$ cat src/rtl/rc4kc_pkg.sv
// ----------------------------------------------------------------
// RC4 keystream cipher package
// Shared types and constants for the controller and the datapath.
// ----------------------------------------------------------------
package rc4kc_pkg;

	localparam int BYTE_W     = 8;
	localparam int PERM_DEPTH = 256;
	localparam int PERM_AW    = 8;

	// kind of input beat, carried on tuser
	localparam logic OP_KEY = 1'b0;
	localparam logic OP_MSG = 1'b1;

	localparam logic [PERM_AW-1:0] LAST_INDEX = 8'hFF;

	typedef enum logic [7:0] {
		ST_IDLE    = 8'b0000_0001,
		ST_MSG_J   = 8'b0000_0010,
		ST_MSG_SW  = 8'b0000_0100,
		ST_MSG_OUT = 8'b0000_1000,
		ST_KS_RD   = 8'b0001_0000,
		ST_KS_ACC  = 8'b0010_0000,
		ST_KS_WA   = 8'b0100_0000,
		ST_KS_WB   = 8'b1000_0000
	} state_t;

	// controller -> datapath
	typedef struct packed {
		logic key_wr;      // store the key byte on the input
		logic sched_start; // restart permutation, clear schedule counters
		logic msg_start;   // latch message byte, step i, read S[i]
		logic msg_j;       // step j, read S[j]
		logic msg_sw;      // write S[i], read S[S[i]+S[j]]
		logic msg_out;     // write S[j], load result
		logic ks_rd;       // read S[n] and key byte
		logic ks_acc;      // step accumulator, read S[acc]
		logic ks_wa;       // write S[n]
		logic ks_wb;       // write S[acc], next n
		logic sched_done;  // clear indices and key count
	} cmd_t;

	// datapath -> controller
	typedef struct packed {
		logic out_free;  // result register can take a new value
		logic last_step; // schedule is on its final entry
	} sts_t;

endpackage

$ cat src/rtl/rc4kc_ram.sv
// ----------------------------------------------------------------
// Generic RAM
// One write port, one read port, registered read data (old data on
// a same-address write).
// ----------------------------------------------------------------
module rc4kc_ram #(
	parameter int WIDTH = 8,
	parameter int DEPTH = 256
) (
	input  logic                                        clk,
	input  logic                                        we,
	input  logic [((DEPTH > 1) ? $clog2(DEPTH) : 1)-1:0] waddr,
	input  logic [WIDTH-1:0]                            wdata,
	input  logic                                        re,
	input  logic [((DEPTH > 1) ? $clog2(DEPTH) : 1)-1:0] raddr,
	output logic [WIDTH-1:0]                            rdata
);

	logic [WIDTH-1:0] mem [DEPTH];

	always_ff @(posedge clk) begin
		if (we) begin
			mem[waddr] <= wdata;
		end
		if (re) begin
			rdata <= mem[raddr];
		end
	end

endmodule

$ cat src/rtl/rc4kc_ctrl.sv
// ----------------------------------------------------------------
// RC4 controller
// Sequences message steps and the key schedule, issues commands.
// ----------------------------------------------------------------
module rc4kc_ctrl (
	input  logic              clk,
	input  logic              arst_n,
	input  logic              s_tvalid,
	input  logic              s_tuser,
	input  logic              s_tlast,
	output logic              s_tready,
	input  rc4kc_pkg::sts_t   sts,
	output rc4kc_pkg::cmd_t   cmd
);

	rc4kc_pkg::state_t state_q, state_d;
	logic              accept;

	assign s_tready = (state_q == rc4kc_pkg::ST_IDLE);
	assign accept   = s_tvalid && s_tready;

	// next state and commands
	always_comb begin
		state_d = state_q;
		cmd     = '0;
		unique case (state_q)
			rc4kc_pkg::ST_IDLE: begin
				if (accept) begin
					if (s_tuser == rc4kc_pkg::OP_MSG) begin
						cmd.msg_start = 1'b1;
						state_d       = rc4kc_pkg::ST_MSG_J;
					end else begin
						cmd.key_wr = 1'b1;
						if (s_tlast) begin
							cmd.sched_start = 1'b1;
							state_d         = rc4kc_pkg::ST_KS_RD;
						end
					end
				end
			end
			rc4kc_pkg::ST_MSG_J: begin
				cmd.msg_j = 1'b1;
				state_d   = rc4kc_pkg::ST_MSG_SW;
			end
			rc4kc_pkg::ST_MSG_SW: begin
				cmd.msg_sw = 1'b1;
				state_d    = rc4kc_pkg::ST_MSG_OUT;
			end
			rc4kc_pkg::ST_MSG_OUT: begin
				// hold here until the result register is free
				cmd.msg_out = 1'b1;
				if (sts.out_free) begin
					state_d = rc4kc_pkg::ST_IDLE;
				end
			end
			rc4kc_pkg::ST_KS_RD: begin
				cmd.ks_rd = 1'b1;
				state_d   = rc4kc_pkg::ST_KS_ACC;
			end
			rc4kc_pkg::ST_KS_ACC: begin
				cmd.ks_acc = 1'b1;
				state_d    = rc4kc_pkg::ST_KS_WA;
			end
			rc4kc_pkg::ST_KS_WA: begin
				cmd.ks_wa = 1'b1;
				state_d   = rc4kc_pkg::ST_KS_WB;
			end
			rc4kc_pkg::ST_KS_WB: begin
				cmd.ks_wb = 1'b1;
				if (sts.last_step) begin
					cmd.sched_done = 1'b1;
					state_d        = rc4kc_pkg::ST_IDLE;
				end else begin
					state_d = rc4kc_pkg::ST_KS_RD;
				end
			end
			default: begin
				state_d = rc4kc_pkg::ST_IDLE;
			end
		endcase
	end

	always_ff @(posedge clk or negedge arst_n) begin
		if (!arst_n) begin
			state_q <= rc4kc_pkg::ST_IDLE;
		end else begin
			state_q <= state_d;
		end
	end

endmodule

$ cat src/rtl/rc4kc_dpath.sv
// ----------------------------------------------------------------
// RC4 datapath
// Permutation and key memories, indices, swap forwarding and the
// result register.
// ----------------------------------------------------------------
module rc4kc_dpath #(
	parameter int KEY_DEPTH = 256
) (
	input  logic                               clk,
	input  logic                               arst_n,
	input  rc4kc_pkg::cmd_t                    cmd,
	output rc4kc_pkg::sts_t                    sts,
	input  logic [rc4kc_pkg::BYTE_W-1:0]       data_in,
	input  logic                               m_tready,
	output logic                               m_tvalid,
	output logic [rc4kc_pkg::BYTE_W-1:0]       m_tdata
);

	localparam int KAW = (KEY_DEPTH > 1) ? $clog2(KEY_DEPTH) : 1;
	localparam int CW  = $clog2(KEY_DEPTH + 1);
	localparam int BW  = rc4kc_pkg::BYTE_W;
	localparam int PAW = rc4kc_pkg::PERM_AW;

	// control state
	logic [PAW-1:0]              i_q, j_q, n_q, acc_q;
	logic [KAW-1:0]              kidx_q;
	logic [CW-1:0]               cnt_q;
	logic [rc4kc_pkg::PERM_DEPTH-1:0] vld_q;
	logic                        rvld_q;
	logic [PAW-1:0]              raddr_q;
	logic                        out_valid_q;

	// payload
	logic [BW-1:0]  data_q, si_q, sj_q, out_q;
	logic [PAW-1:0] pos_q;

	// memory ports
	logic           p_we, p_re;
	logic [PAW-1:0] p_waddr, p_raddr;
	logic [BW-1:0]  p_wdata, p_rdata, perm_rd;
	logic           k_we;
	logic [KAW-1:0] k_raddr;
	logic [BW-1:0]  k_rdata;

	logic [PAW-1:0] i_nxt, j_nxt, pos_nxt, acc_nxt;
	logic [BW-1:0]  ks;
	logic           out_load;
	logic [KAW-1:0] kidx_inc;

	rc4kc_ram #(.WIDTH(BW), .DEPTH(rc4kc_pkg::PERM_DEPTH)) u_perm (
		.clk   (clk),
		.we    (p_we),
		.waddr (p_waddr),
		.wdata (p_wdata),
		.re    (p_re),
		.raddr (p_raddr),
		.rdata (p_rdata)
	);

	rc4kc_ram #(.WIDTH(BW), .DEPTH(KEY_DEPTH)) u_key (
		.clk   (clk),
		.we    (k_we),
		.waddr (cnt_q[KAW-1:0]),
		.wdata (data_in),
		.re    (cmd.ks_rd),
		.raddr (k_raddr),
		.rdata (k_rdata)
	);

	// an entry not yet written since the last restart holds its own index
	assign perm_rd = rvld_q ? p_rdata : raddr_q;

	assign i_nxt   = i_q + PAW'(1);
	assign j_nxt   = j_q + perm_rd;
	assign pos_nxt = si_q + perm_rd;
	assign acc_nxt = acc_q + perm_rd + k_rdata;
	assign k_raddr = kidx_q;
	assign k_we    = cmd.key_wr && (cnt_q < CW'(KEY_DEPTH));
	assign kidx_inc = kidx_q + KAW'(1);

	// permutation port selection
	always_comb begin
		p_re    = 1'b0;
		p_raddr = i_nxt;
		p_we    = 1'b0;
		p_waddr = i_q;
		p_wdata = perm_rd;
		if (cmd.msg_start) begin
			p_re    = 1'b1;
			p_raddr = i_nxt;
		end
		if (cmd.msg_j) begin
			p_re    = 1'b1;
			p_raddr = j_nxt;
		end
		if (cmd.msg_sw) begin
			p_re    = 1'b1;
			p_raddr = pos_nxt;
			p_we    = 1'b1;
			p_waddr = i_q;
			p_wdata = perm_rd;
		end
		if (cmd.msg_out) begin
			p_we    = 1'b1;
			p_waddr = j_q;
			p_wdata = si_q;
		end
		if (cmd.ks_rd) begin
			p_re    = 1'b1;
			p_raddr = n_q;
		end
		if (cmd.ks_acc) begin
			p_re    = 1'b1;
			p_raddr = acc_nxt;
		end
		if (cmd.ks_wa) begin
			p_we    = 1'b1;
			p_waddr = n_q;
			p_wdata = perm_rd;
		end
		if (cmd.ks_wb) begin
			p_we    = 1'b1;
			p_waddr = acc_q;
			p_wdata = si_q;
		end
	end

	// keystream byte: forward the swapped values, as the read returns S[pos] from before the swap
	always_comb begin
		if (pos_q == j_q) begin
			ks = si_q;
		end else if (pos_q == i_q) begin
			ks = sj_q;
		end else begin
			ks = perm_rd;
		end
	end

	assign out_load      = cmd.msg_out && sts.out_free;
	assign sts.out_free  = !out_valid_q || m_tready;
	assign sts.last_step = (n_q == rc4kc_pkg::LAST_INDEX);
	assign m_tvalid      = out_valid_q;
	assign m_tdata       = out_q;

	// indices, counters and valid bits
	always_ff @(posedge clk or negedge arst_n) begin
		if (!arst_n) begin
			i_q         <= '0;
			j_q         <= '0;
			n_q         <= '0;
			acc_q       <= '0;
			kidx_q      <= '0;
			cnt_q       <= '0;
			vld_q       <= '0;
			rvld_q      <= 1'b0;
			raddr_q     <= '0;
			out_valid_q <= 1'b0;
		end else begin
			if (p_re) begin
				rvld_q  <= vld_q[p_raddr];
				raddr_q <= p_raddr;
			end
			if (p_we) begin
				vld_q[p_waddr] <= 1'b1;
			end
			if (k_we) begin
				cnt_q <= cnt_q + CW'(1);
			end
			if (cmd.msg_start) begin
				i_q <= i_nxt;
			end
			if (cmd.msg_j) begin
				j_q <= j_nxt;
			end
			if (cmd.sched_start) begin
				vld_q  <= '0;
				n_q    <= '0;
				acc_q  <= '0;
				kidx_q <= '0;
			end
			if (cmd.ks_acc) begin
				acc_q <= acc_nxt;
			end
			if (cmd.ks_wb) begin
				n_q <= n_q + PAW'(1);
				// key index wraps at the stored key length
				if (CW'(kidx_inc) == cnt_q || kidx_inc == '0) begin
					kidx_q <= '0;
				end else begin
					kidx_q <= kidx_inc;
				end
			end
			if (cmd.sched_done) begin
				i_q   <= '0;
				j_q   <= '0;
				cnt_q <= '0;
			end
			if (out_load) begin
				out_valid_q <= 1'b1;
			end else if (m_tready) begin
				out_valid_q <= 1'b0;
			end
		end
	end

	// payload registers
	always_ff @(posedge clk) begin
		if (cmd.msg_start) begin
			data_q <= data_in;
		end
		if (cmd.msg_j || cmd.ks_acc) begin
			si_q <= perm_rd;
		end
		if (cmd.msg_sw) begin
			sj_q  <= perm_rd;
			pos_q <= pos_nxt;
		end
		if (out_load) begin
			out_q <= data_q ^ ks;
		end
	end

endmodule

$ cat src/rtl/rc4_keystream_cipher.sv
// m_tvalid rises after an accepted message beat has passed the MSG_J, MSG_SW and MSG_OUT
// states, later under stall. A new beat is taken only back in IDLE, after the chain of
// dependent reads and writes on the permutation memory (one read, one write port).
// A plain key byte leaves the input ready; the last key byte starts the key schedule,
// KS_RD, KS_ACC, KS_WA and KS_WB per entry, 256 entries. Reset (arst_n, async, active low)
// restores the identity permutation at once via per-entry valid bits; no clearing pass.
// ----------------------------------------------------------------
// RC4 keystream cipher
// Stores key bytes, runs the key schedule on the flagged last key byte
// and XORs message bytes with the generated keystream.
// ----------------------------------------------------------------
module rc4_keystream_cipher #(
	parameter int KEY_DEPTH = 256
) (
	input  logic       clk,
	input  logic       arst_n,
	input  logic       s_tvalid,
	output logic       s_tready,
	input  logic [7:0] s_tdata,  // [7:0] data_byte
	input  logic       s_tuser,  // [0] operation
	input  logic       s_tlast,  // key_end
	output logic       m_tvalid,
	input  logic       m_tready,
	output logic [7:0] m_tdata   // [7:0] cipher_byte
);

	rc4kc_pkg::cmd_t cmd;
	rc4kc_pkg::sts_t sts;

	rc4kc_ctrl u_ctrl (
		.clk      (clk),
		.arst_n   (arst_n),
		.s_tvalid (s_tvalid),
		.s_tuser  (s_tuser),
		.s_tlast  (s_tlast),
		.s_tready (s_tready),
		.sts      (sts),
		.cmd      (cmd)
	);

	rc4kc_dpath #(.KEY_DEPTH(KEY_DEPTH)) u_dpath (
		.clk      (clk),
		.arst_n   (arst_n),
		.cmd      (cmd),
		.sts      (sts),
		.data_in  (s_tdata),
		.m_tready (m_tready),
		.m_tvalid (m_tvalid),
		.m_tdata  (m_tdata)
	);

endmodule

$ cat config.mk
export PLATFORM = sky130hd
export DESIGN_NAME = rc4_keystream_cipher
export DESIGN_NICKNAME = d
export VERILOG_FILES = /design/src/rtl/rc4kc_pkg.sv /design/src/rtl/rc4kc_ram.sv /design/src/rtl/rc4kc_ctrl.sv /design/src/rtl/rc4kc_dpath.sv /design/src/rtl/rc4_keystream_cipher.sv
export SDC_FILE = /design/constraint.sdc
export NUM_CORES = 2
export LEC_CHECK = 0
export BUFFER_PORTS_ARGS = -buffer_cell sky130_fd_sc_hd__buf_4
export CORE_ASPECT_RATIO = 0.75
export CORE_MARGIN = 4
export CORE_UTILIZATION = 25
export DETAILED_ROUTE_END_ITERATION = 7
export PLACE_DENSITY = 0.41
export SYNTH_ARGS = -nofsm -noshare
export SYNTH_HDL_FRONTEND = slang
export SYNTH_SLANG_ARGS = --single-unit
$ cat constraint.sdc
create_clock -name clk -period 21.5 [get_ports clk]
set_clock_uncertainty 0.05 [all_clocks]
set_input_delay 5.375 -clock clk [delete_from_list [all_inputs] [get_ports clk]]
set_output_delay 5.375 -clock clk [all_outputs]
set_load 0.01 [all_outputs]
==> impl_metrics.yaml <==
run_status:
  outcome: "finished with violations"
  failed_checks: "capacitance limit, slew limit"
logic_synthesis:
  synthFlopType: "edfxtp_1"
  syn_area_per_cell_sq_um: 16.4
  synth-seq-area-share: 0.741
  yosysUniqueCellTypes: 86
  yosysWarningCount: 0
  synth_edf_count: 4152
  ys_ff_latch: 4475
  syn_area_sq_mm: 0.179
  netlist.area_leader.share: 0.696
  syn-num-nets: 10988
  yosys-top-cells-area: "edfxtp_1 70%, mux4_2 9.3%, dfrtp_1 4.5%, nand2_1 3.9%, nand3_1 1.4%"
  yosysTopAreaCell: "edfxtp_1"
  syn_inst: 10936
  async_flop_share: 0.0722
floorplan:
  dieArea_sq_mm: 0.730
  start_util: 0.251
  fp-row-count: 269
  core_sq_mm: 0.715
  die_width_microns: 986
  die_y_microns: 741
  io_pins: 24
detailed_routing:
  num_vias: 102361
  drt-met1-wl_microns: 298000
  routed.top_layer: "met5"
  first_pass_iters: 6
  ant_nets: 0
  vias_per_cell: 4.91
  wl_met2_microns: 260000
  wire_per_inst_microns: 29.5
  wl_met3_microns: 45000
  drcViolationCount: 0
  wl_microns: 614000
  drt_iter0_drc: 12629
sta:
  setup_violations: 0
  hold_violations: 0
  fin_setup_tns_ns: 0
  whs_ns: 0.434
  period_minus_slack_ns: 8.81
  slew_violations: 2
  worst_pin_slew_ns: 1.50
  fmax_mhz: 113
  layout_setup_ws_ns: 12.69
  maxSlewHeadroom: -0.00831
  finalCritPeriodShare: 0.410
  grt_setup_unrepaired: "false"
critical_path:
  critPathKind: "reg -> reg"
  cpPeakStageDelay_ns: 0.75
  cpMostUsedCell: "buf_4"
  crit_end: "u_dpath.u_perm.rdata[5]"
  endpoint_kind: "flip-flop"
  r2r_end: "u_dpath.u_perm.rdata[5]"
  crit_chain: "mux2i_1 -> fa_1 -> inv_1 -> ha_1 -> fa_1 -> a22o_1 -> a22oi_2 -> buf_4 -> and2_4 -> buf_4 -> buf_4 -> buf_4 -> buf_4 -> a311oi_1 -> a31oi_1 -> o22ai_1 -> nor4_1 -> buf_4 -> nor4_1"
  crit_fanout: 60
  cp_slowest_cell: "buf_4"
  r2r_start: "u_dpath.rvld_q"
  startpoint_type: "flip-flop"
  worst-r2r-setup-slack_ns: 12.69
  cp.required_ns: 22.20
  critPathLaunch: "u_dpath.rvld_q"
  r2r.worst_path.cells: 19
  cp.arrival_ns: 9.51
clocking:
  cts_tree: "built"
  cts-buffers-inserted: 435
  post-cts-setup-buffer-count: 0
  cts.path.max_buffers: 4
  ctsHoldBuffers: 0
  path_clk_slew_ns: 0.06
  clk_latency_ns: 1.10
  root_buffer: "clkbuf_16"
  cts_sinks: 4475
  htreeDepth: 5
  cts-resized-gates: 0
finish:
  nets: 11021
  final_common_cell: "edfxtp_1"
  drive_gt1_frac: 0.162
  mostFrequentLayoutCells: "4152 x edfxtp_1, 1847 x nand2_1, 743 x mux4_2, 602 x nor2_1, 508 x nand3_1"
  postLayoutCellArea_sq_mm: 0.205
  area_delta_synth_final_pct: 14.7
global_routing:
  grt_pass1_vias: 98000
  grt.total_usage: 0.162
  grt_pass1_wl_microns: 849000
  grt_overflow_total: 0
  grt_start_max_net_pins: 168
  antenna_found_initial: 71
power:
  seq_power_share: 0.343
  p_sw_frac: 0.410
  vdd_drop_max_mv: 0.175
  p_int_w: 0.0185
  pwr-share-clk: 0.251
  p_per_area_mw_per_mm2: 153
  p_switching_w: 0.0129
  pwr-share-comb: 0.406
  power.leakage_nw: 64.8
  power.total_w: 0.0314
placement:
  dpl_cell_area_sq_mm: 0.191
  gp_congestion: 0.789
  hpwl_microns: 368000
  portBuffers: 23
  place_ws_ns: 12.31
run:
  cap_violations: 1
hold_path:
  hold_path.class: "reg -> reg"
==> cell usage after synthesis, types with 31 or more instances <==
master and instances:
o21a_1 262, a21oi_1 131, a311oi_1 179, nor4_1 31, mux2i_1 62, mux4_2 743
a211oi_1 182, o21ai_0 98, nand2_1 1879, nand3_1 514, a31oi_1 208, buf_1 104
nor3_1 40, dfrtp_1 322, nor2_1 612, xor2_1 36, edfxtp_1 4152, o22ai_1 56
buf_2 236, and3_1 302, clkbuf_1 311, buf_4 53
==> stage by stage <==
stage	util	instances
5_1_grt	0.287	20837
6_report	0.287	20858
2_1_floorplan	-	10936
3_3_place_gp	0.267	20008
4_1_cts	0.287	20835
3_5_place_dp	0.267	20016
==> worst min path at each step <==
stage / start / slack, ns / endpoint / depth (start not counted)
3_3_place_gp: u_dpath.vld_q[72] / 0.42 / u_dpath.vld_q[72] / 1
2_1_floorplan: u_dpath.vld_q[107] / 0.41 / u_dpath.vld_q[107] / 1
3_5_place_dp: u_dpath.vld_q[59] / 0.42 / u_dpath.vld_q[59] / 1
6_report: u_dpath.vld_q[72] / 0.43 / u_dpath.vld_q[72] / 1
5_1_grt: u_dpath.vld_q[107] / 0.44 / u_dpath.vld_q[107] / 1
4_1_cts: u_dpath.vld_q[59] / 0.44 / u_dpath.vld_q[59] / 1
==> sequential cells by signal, summed over array words and instances (netlist names), 9 cells and up <==
signal	flops
u_dpath.vld_q	256
u_dpath.u_key.mem	2048
u_dpath.cnt_q	9
u_dpath.u_perm.mem	2048
==> layer usage <==
layer	vias to the layer above	GRT usage
met5	-	0
met4	4	0.0293
met3	659	0.0276
met2	3910	0.232
met1	55003	0.258
li1	42785	-
==> logic make-up after synthesis <==
group	Yosys count	share of synthesized area
simple gates	3493	0.0840
fa+ha+maj	38	0.00307
mux	819	0.0977
compound gates	1298	0.0518
xor+xnor	64	0.00313
flops	4475	0.741
buf+inv	749	0.0193
==> final cells by class <==
class | instances | area, sq um
Fill cell | 71394 | 509000
Sequential cell | 4475 | 133000
Clock buffer | 564 | 11700
Multi-Input combinational cell | 5712 | 43400
Tap cell | 9485 | 11900
Timing Repair Buffer | 321 | 2800
Inverter | 24 | 90.1
Antenna cell | 22 | 55.1
Clock inverter | 255 | 2730
==> worst max-delay path: cells and delay by family, from the launching register on <==
family | cells | cell delay [ns]
buffers and inverters | 7 | 3.21
AOI/OAI and AO/OA | 5 | 1.48
adders and majority gates | 3 | 1.18
and+or+nand+nor | 3 | 1.12
DFF | 1 | 0.68
muxes | 1 | 0.65
==> power by group through the flow <==
stage	clock, W	sequential, W	combinational (W)
2_1_floorplan	0	0.0111	0.00721
3_3_place_gp	0	0.0110	0.0128
3_5_place_dp	0	0.0110	0.0128
4_1_cts	0.00807	0.0108	0.0128
6_report	0.00790	0.0108	0.0128
5_1_grt	0.00844	0.0108	0.0135
Power figures use the tool's default switching activity.
